### config.mk
export PLATFORM = sky130hd
export DESIGN_NAME = base_relocation_walker
export DESIGN_NICKNAME = d
export VERILOG_FILES = /design/src/rtl/brw_pkg.sv /design/src/rtl/brw_core.sv /design/src/rtl/base_relocation_walker.sv
export SDC_FILE = /design/constraint.sdc
export NUM_CORES = 2
export LEC_CHECK = 0
export BUFFER_PORTS_ARGS = -buffer_cell sky130_fd_sc_hd__buf_4
export CORE_ASPECT_RATIO = 0.75
export CORE_UTILIZATION = 63
export DETAILED_ROUTE_END_ITERATION = 7
export PLACE_DENSITY = 0.94
export SLEW_MARGIN = 20
export SYNTH_ARGS = -nofsm -noshare
export SYNTH_HDL_FRONTEND = slang
export SYNTH_SLANG_ARGS = --single-unit
### constraint.sdc
create_clock -name aclk -period 15.7 [get_ports aclk]
set_clock_uncertainty 0.05 [all_clocks]
set_input_delay 2.355 -clock aclk [delete_from_list [all_inputs] [get_ports aclk]]
set_output_delay 2.355 -clock aclk [all_outputs]
set_load 0.005 [all_outputs]
### src/rtl/brw_pkg.sv
// ----------------------------------------------------------------------------
// Base relocation walker package
// Shared types and codes for the relocation directory walker.
// ----------------------------------------------------------------------------
package brw_pkg;

    // Result status codes.
    localparam logic [1:0] ST_WALK = 2'd0;
    localparam logic [1:0] ST_END  = 2'd1;
    localparam logic [1:0] ST_BAD  = 2'd2;
    localparam logic [1:0] ST_NONE = 2'd3;

    // Patch actions.
    localparam logic [1:0] ACT_NONE  = 2'd0;
    localparam logic [1:0] ACT_ADD32 = 2'd1;
    localparam logic [1:0] ACT_ADD64 = 2'd2;

    // Relocation entry types.
    localparam logic [3:0] TYPE_HIGHLOW = 4'd3;
    localparam logic [3:0] TYPE_DIR64   = 4'd10;

    // Block header length in bytes.
    localparam int HDR_BYTES = 8;

    // Configuration register indexes.
    localparam logic [1:0] REG_DIR_RVA     = 2'd0;
    localparam logic [1:0] REG_DIR_SIZE    = 2'd1;
    localparam logic [1:0] REG_BUFFER_SIZE = 2'd2;
    localparam logic [1:0] REG_DELTA       = 2'd3;

    typedef struct packed {
        logic [31:0] dir_rva;
        logic [31:0] dir_size;
        logic [31:0] buffer_size;
        logic [63:0] delta;
    } cfg_t;

    typedef struct packed {
        logic [1:0]  action;
        logic [31:0] patch_address;
        logic [63:0] add_value;
        logic [1:0]  status;
    } res_t;

endpackage

### src/rtl/brw_core.sv
// ----------------------------------------------------------------------------
// Base relocation walker core
// Holds the walk state and turns one directory byte into one result.
// ----------------------------------------------------------------------------
module brw_core (
    input  logic          aclk,
    input  logic          aresetn,
    input  logic          step_en,
    input  logic [7:0]    data_byte,
    input  logic          restart,
    input  brw_pkg::cfg_t cfg,
    output brw_pkg::res_t res
);

    localparam logic [2:0] PH_IDLE   = 3'd0;
    localparam logic [2:0] PH_ACTIVE = 3'd1;
    localparam logic [2:0] PH_END    = 3'd2;
    localparam logic [2:0] PH_BAD    = 3'd3;
    localparam logic [2:0] PH_NONE   = 3'd4;

    logic [2:0]  phase_reg, phase_next, phase_cur;
    logic [31:0] dir_offset_reg, dir_offset_next, off_cur;
    logic [31:0] idx_reg, idx_next, idx_cur, idx_inc;
    logic [31:0] page_reg, page_next;
    logic [31:0] length_reg, length_next;
    logic [7:0]  low_reg, low_next;
    logic [15:0] entry;
    logic [31:0] pa;
    logic [32:0] nb_hdr, nb_blk;

    // True when a block header starting at offset nxt fits in the directory
    // and in the buffer.
    function automatic logic room_ok(input logic [32:0] nxt, input brw_pkg::cfg_t c);
        logic [34:0] e;
        e = {2'b00, nxt} + 35'(brw_pkg::HDR_BYTES);
        return (e <= {3'b000, c.dir_size}) &&
               (e + {3'b000, c.dir_rva} <= {3'b000, c.buffer_size});
    endfunction

    always_comb begin
        phase_cur = phase_reg;
        off_cur   = dir_offset_reg;
        idx_cur   = idx_reg;
        if (restart) begin
            off_cur = 32'd0;
            idx_cur = 32'd0;
            if (cfg.delta == 64'd0 || cfg.dir_rva == 32'd0 || cfg.dir_size == 32'd0) begin
                phase_cur = PH_NONE;
            end else if (room_ok(33'd0, cfg)) begin
                phase_cur = PH_ACTIVE;
            end else begin
                phase_cur = PH_END;
            end
        end

        phase_next      = phase_cur;
        dir_offset_next = off_cur;
        idx_next        = idx_cur;
        page_next       = page_reg;
        length_next     = length_reg;
        low_next        = low_reg;
        idx_inc         = idx_cur + 32'd1;
        entry           = {data_byte, low_reg};
        pa              = page_reg + {20'd0, entry[11:0]};
        nb_hdr          = {1'b0, off_cur} + 33'(brw_pkg::HDR_BYTES);
        nb_blk          = {1'b0, off_cur} + {1'b0, length_reg};

        res.action        = brw_pkg::ACT_NONE;
        res.patch_address = 32'd0;
        res.add_value     = 64'd0;

        if (phase_cur == PH_ACTIVE) begin
            idx_next = idx_inc;
            if (idx_cur < 32'd4) begin
                page_next = ((idx_cur == 32'd0) ? 32'd0 : page_reg) |
                            ({24'd0, data_byte} << {idx_cur[1:0], 3'b000});
            end else if (idx_cur < 32'(brw_pkg::HDR_BYTES)) begin
                length_next = ((idx_cur == 32'd4) ? 32'd0 : length_reg) |
                              ({24'd0, data_byte} << {idx_cur[1:0], 3'b000});
                if (idx_cur == 32'(brw_pkg::HDR_BYTES - 1)) begin
                    if (length_next < 32'(brw_pkg::HDR_BYTES) ||
                        length_next > cfg.dir_size) begin
                        phase_next = PH_BAD;
                    end else if ({3'b000, cfg.dir_rva} + {3'b000, off_cur} +
                                 {3'b000, length_next} > {3'b000, cfg.buffer_size}) begin
                        phase_next = PH_END;
                    end else if (length_next == 32'(brw_pkg::HDR_BYTES)) begin
                        // A header-only block: move straight to the next one.
                        if (room_ok(nb_hdr, cfg)) begin
                            dir_offset_next = nb_hdr[31:0];
                            idx_next        = 32'd0;
                        end else begin
                            phase_next = PH_END;
                        end
                    end
                end
            end else begin
                if (!idx_cur[0]) begin
                    low_next = data_byte;
                end else if ({1'b0, pa} + 33'd8 <= {1'b0, cfg.buffer_size}) begin
                    if (entry[15:12] == brw_pkg::TYPE_DIR64) begin
                        res.action        = brw_pkg::ACT_ADD64;
                        res.patch_address = pa;
                        res.add_value     = cfg.delta;
                    end else if (entry[15:12] == brw_pkg::TYPE_HIGHLOW) begin
                        res.action        = brw_pkg::ACT_ADD32;
                        res.patch_address = pa;
                        res.add_value     = {32'd0, cfg.delta[31:0]};
                    end
                end
                if (idx_inc >= length_reg) begin
                    if (room_ok(nb_blk, cfg)) begin
                        dir_offset_next = nb_blk[31:0];
                        idx_next        = 32'd0;
                    end else begin
                        phase_next = PH_END;
                    end
                end
            end
        end

        case (phase_next)
            PH_ACTIVE: res.status = brw_pkg::ST_WALK;
            PH_END:    res.status = brw_pkg::ST_END;
            PH_BAD:    res.status = brw_pkg::ST_BAD;
            default:   res.status = brw_pkg::ST_NONE;
        endcase
    end

    always_ff @(posedge aclk) begin
        if (!aresetn) begin
            phase_reg      <= PH_IDLE;
            dir_offset_reg <= 32'd0;
            idx_reg        <= 32'd0;
        end else if (step_en) begin
            phase_reg      <= phase_next;
            dir_offset_reg <= dir_offset_next;
            idx_reg        <= idx_next;
        end
    end

    always_ff @(posedge aclk) begin
        if (step_en) begin
            page_reg   <= page_next;
            length_reg <= length_next;
            low_reg    <= low_next;
        end
    end

endmodule

### src/rtl/base_relocation_walker.sv
// ----------------------------------------------------------------------------
// Base relocation walker
// Streams a relocation directory and emits one result per byte.
// ----------------------------------------------------------------------------
// A result is registered and valid in the cycle after its byte is accepted.
// Throughput: one byte per cycle while the output is not stalled; the walk state updates in a single step.
// The output register frees itself when its transaction is taken, so a new
// byte is accepted in the same cycle that the previous result is taken.
// Reset (synchronous, active low) clears the configuration, the walk phase,
// offset and byte index and the output valid flag, and leaves the walker
// idle until a byte with restart set arrives.
module base_relocation_walker (
    input  logic        aclk,
    input  logic        aresetn,

    input  logic        psel,
    input  logic        penable,
    input  logic        pwrite,
    input  logic [4:0]  paddr,
    input  logic [63:0] pwdata,
    output logic [63:0] prdata,
    output logic        pready,

    input  logic        s_valid,
    output logic        s_ready,
    input  logic [7:0]  s_data_byte,
    input  logic        s_restart,

    output logic        m_valid,
    input  logic        m_ready,
    output logic [1:0]  m_action,
    output logic [31:0] m_patch_address,
    output logic [63:0] m_add_value,
    output logic [1:0]  m_status
);

    brw_pkg::cfg_t cfg_reg;
    brw_pkg::res_t step_res;
    brw_pkg::res_t res_reg;
    logic          m_valid_reg;
    logic          in_fire;
    logic          wr_en;
    logic [1:0]    reg_idx;

    // Registers sit on 8-byte boundaries; the low address bits are not decoded.
    assign reg_idx = paddr[4:3];
    assign pready  = 1'b1;
    assign wr_en   = psel && penable && pwrite;

    always_ff @(posedge aclk) begin
        if (!aresetn) begin
            cfg_reg <= '0;
        end else if (wr_en) begin
            case (reg_idx)
                brw_pkg::REG_DIR_RVA:     cfg_reg.dir_rva     <= pwdata[31:0];
                brw_pkg::REG_DIR_SIZE:    cfg_reg.dir_size    <= pwdata[31:0];
                brw_pkg::REG_BUFFER_SIZE: cfg_reg.buffer_size <= pwdata[31:0];
                brw_pkg::REG_DELTA:       cfg_reg.delta       <= pwdata;
                default: ;
            endcase
        end
    end

    always_comb begin
        case (reg_idx)
            brw_pkg::REG_DIR_RVA:     prdata = {32'd0, cfg_reg.dir_rva};
            brw_pkg::REG_DIR_SIZE:    prdata = {32'd0, cfg_reg.dir_size};
            brw_pkg::REG_BUFFER_SIZE: prdata = {32'd0, cfg_reg.buffer_size};
            brw_pkg::REG_DELTA:       prdata = cfg_reg.delta;
            default:                  prdata = 64'd0;
        endcase
    end

    // The input side stalls only when a result is held and not being taken.
    assign s_ready = !m_valid_reg || m_ready;
    assign in_fire = s_valid && s_ready;

    // The core computes the result and the next walk state combinationally; the
    // walk state advances on every accepted input transaction.
    brw_core u_core (
        .aclk      (aclk),
        .aresetn   (aresetn),
        .step_en   (in_fire),
        .data_byte (s_data_byte),
        .restart   (s_restart),
        .cfg       (cfg_reg),
        .res       (step_res)
    );

    always_ff @(posedge aclk) begin
        if (!aresetn) begin
            m_valid_reg <= 1'b0;
        end else if (in_fire) begin
            m_valid_reg <= 1'b1;
        end else if (m_ready) begin
            m_valid_reg <= 1'b0;
        end
    end

    always_ff @(posedge aclk) begin
        if (in_fire) begin
            res_reg <= step_res;
        end
    end

    assign m_valid         = m_valid_reg;
    assign m_action        = res_reg.action;
    assign m_patch_address = res_reg.patch_address;
    assign m_add_value     = res_reg.add_value;
    assign m_status        = res_reg.status;

    // A patch is only ever issued while a block is being walked, so the
    // status that goes with it is either still walking or the end of the walk.
    a_patch_status: assert property (@(posedge aclk) disable iff (!aresetn)
        (m_valid && m_action != brw_pkg::ACT_NONE) |->
        (m_status == brw_pkg::ST_WALK || m_status == brw_pkg::ST_END))
        else $error("patch issued outside an active walk");

    // Results without a patch carry zero address and value.
    a_none_zero: assert property (@(posedge aclk) disable iff (!aresetn)
        (m_valid && m_action == brw_pkg::ACT_NONE) |->
        (m_patch_address == 32'd0 && m_add_value == 64'd0))
        else $error("empty result carries a payload");

    // A 32-bit patch never adds anything to the upper word.
    a_add32_narrow: assert property (@(posedge aclk) disable iff (!aresetn)
        (m_valid && m_action == brw_pkg::ACT_ADD32) |-> (m_add_value[63:32] == 32'd0))
        else $error("32-bit patch with a wide add value");

    // Every accepted byte shows up as a held result on the next cycle.
    a_result_follows: assert property (@(posedge aclk) disable iff (!aresetn)
        (s_valid && s_ready) |=> m_valid)
        else $error("accepted byte produced no result");

endmodule
==> flow_metrics.tcl <==
set metrics [dict create \
    drv_slew 0 \
    antenna_found_initial 5 \
    end_kind "register" \
    grt_max_degree 81 \
    drt-initial-drc-count 6375 \
    p_per_area_nw_per_um2 61.5 \
    maxClockFrequency_mhz 73.2 \
    syn-cell-area_um2 37300 \
    ys.flop_type "dfxtp_1" \
    path_class "input port to register" \
    p_leak_nw 17.2 \
    gp_congestion 1.08 \
    ys_seq_area_share_pct 26.1 \
    status "finished with violations" \
    drt_wl_total_mm 138 \
    cts_tree "yes" \
    ys_top_cells_by_area "ha_1 (15%), edfxtp_1 (14%), dfxtp_1 (12%)" \
    cts.repair.resized 0 \
    syn_nets 5093 \
    synth.top_cell.area_share_pct 14.7 \
    period_needed_ns 13.66 \
    avgViaCountPerCell 6.98 \
    design_area_um2 40900 \
    largest_reg_flops 160 \
    critPathLaunch "s_restart" \
    critPathSlowestCell "a21oi_4" \
    grt_overflow 0 \
    clockRootBuffer "clkbuf_16" \
    row_count 76 \
    violations "DRC" \
    cts_setup_buffers 0 \
    tns_ns 0 \
    crit_required_ns 16.11 \
    cts.clk_slew.worst_paths_ns 0.07 \
    grt_pass1_wl_mm 204 \
    peakVddDrop_mv 0.0805 \
    io_pins 252 \
    tightest_slew_ns 1.22 \
    cp_max_fo 67 \
    postCtsHoldBufs 0 \
    synth_cells 4567 \
    die-area_um2 60200 \
    final_cell_mix "nand2_1 (591), ha_1 (438), a21oi_1 (400)" \
    drt_first_pass_iters 8 \
    cpMostUsedCell "ha_1" \
    slew_headroom_pct 18.6 \
    htreeDepth 2 \
    reg2reg_slack_ns 4.05 \
    initial_core_util_pct 64.4 \
    synth.largest_area_cell "ha_1" \
    cts_buffers 42 \
    yosysWarnings 0 \
    crit_path_end "u_core.dir_offset_reg[31]" \
    fin_ws_ns 2.04 \
    period_share_pct 87.0 \
    cts.path.max_buffers 3 \
    place_ws_ns 2.41 \
    hold_viol 0 \
    async_flop_share_pct 0 \
    drc 1 \
    chipWidth_um 283 \
    dpl.hpwl_mm 105 \
    clock-sinks 400 \
    arrival_ns 14.07 \
    syn-mean-instance-area_um2 8.16 \
    antennaDiodeCount 0 \
    rsz0062_at_grt "false" \
    hold_path_class "register to register" \
    finalNetCount 5194 \
    route.vias.total 38262 \
    rr_worst_depth 39 \
    finalSetupViolations 0 \
    drive_gt1_share_pct 9.87 \
    placed_area_um2 39500 \
    final_common_cell "nand2_1" \
    synth_cell_types 113 \
    numPortBuffers 247 \
    wl_per_cell_um 25.1 \
    drv_cap 0 \
    syn2layout_area_growth_pct 9.73 \
    crit_path_start_kind "input port" \
    ant_nets 0 \
    die_y_um 213 \
    r2r_end "u_core.dir_offset_reg[31]" \
    clk_latency_ns 0.63 \
    ys_ff_latch 400 \
    coreArea_um2 57900 \
    r2r_start "u_core.dir_offset_reg[1]" \
    crit_path_max_incr_delay_ns 0.76 \
    synth_edf_count 172 \
    track_usage_pct 44.0 \
    grt_pass1_vias 34265 \
    power.total_mw 2.52 \
]
[power breakdown]
| group | internal [mW] | total [mW] | switching (mW) | leakage, nW |
|---|---|---|---|---|
| combinational | 0.138 | 0.360 | 0.222 | 13.1 |
| sequential | 1.10 | 1.11 | 0.0146 | 3.44 |
| clock | 0.561 | 1.04 | 0.482 | 0.675 |
[per-stage QoR]
step	cells	util (%)	hold WS [ns]
6_report	5482	70.7	0.423
5_1_grt	5482	70.7	0.452
4_1_cts	5482	70.6	0.422
3_5_place_dp	5404	68.2	0.412
3_3_place_gp	5403	68.2	0.402
2_1_floorplan	4567	-	0.395
[worst min path at each step]
stage,from,end,slack [ns],cells past startpoint
2_1_floorplan,u_core.dir_offset_reg[0],u_core.dir_offset_reg[0],0.39,2
3_3_place_gp,u_core.dir_offset_reg[0],u_core.dir_offset_reg[0],0.40,2
3_5_place_dp,cfg_reg[79],cfg_reg[79],0.41,2
4_1_cts,cfg_reg[79],cfg_reg[79],0.42,2
5_1_grt,cfg_reg[94],cfg_reg[94],0.45,2
6_report,cfg_reg[79],cfg_reg[79],0.42,2
[kinds of logic after synthesis]
group	Yosys count	share of synthesized area [%]
buf+inv	419	4.47
compound gates	1209	21.7
xor+xnor	326	7.66
simple gates	1726	22.9
mux	38	2.09
flops	400	26.1
other cells	1	0.0101
fa+ha+maj	448	15.0
[synth_stat cells, types with 18 or more instances]
cell type,number
nand2b_1,44
and3_1,82
nand2_1,591
or2_2,21
xnor2_1,205
nor4_1,74
nand4_1,115
a21oi_1,400
and4_1,21
buf_2,21
nor2_1,309
xor2_1,121
a21o_1,162
o211ai_1,29
nand3_1,127
o21a_1,36
ha_1,438
a22o_1,68
and2_1,108
edfxtp_1,172
clkbuf_1,173
a22oi_1,39
or3_1,23
nor2b_1,65
a31oi_1,30
mux4_2,32
nor3_1,70
a211oi_1,35
o21bai_1,28
a221oi_1,18
nor3b_1,19
dfxtp_1,228
o21ai_0,160
inv_1,191
[metal layers]
| layer | vias to the layer above | track usage (%) | wire length, um |
|---|---|---|---|
| li1 | 16949 | - | - |
| met1 | 17574 | 58.8 | 52400 |
| met2 | 3194 | 62.9 | 55000 |
| met3 | 539 | 16.1 | 22800 |
| met4 | 6 | 20.5 | 7360 |
| met5 | - | 0.806 | 72 |
[worst max-delay path: cells and delay by family]
family,cells,cell delay [ns]
buffers and inverters,2,1.03
AND/OR/NAND/NOR,14,3.21
adder cells (fa/ha/maj),4,1.11
multiplexers,1,0.17
AO/OA/AOI/OAI,16,5.01
XOR/XNOR,4,1.10
[final cells by class]
cell class | instances | area (um2)
Sequential cell | 400 | 9730
Clock inverter | 20 | 241
Inverter | 194 | 736
Timing Repair Buffer | 282 | 2140
Clock buffer | 58 | 1150
Tap cell | 780 | 976
Fill cell | 4330 | 17000
Multi-Input combinational cell | 3748 | 25900
Power figures use the tool's default switching activity.
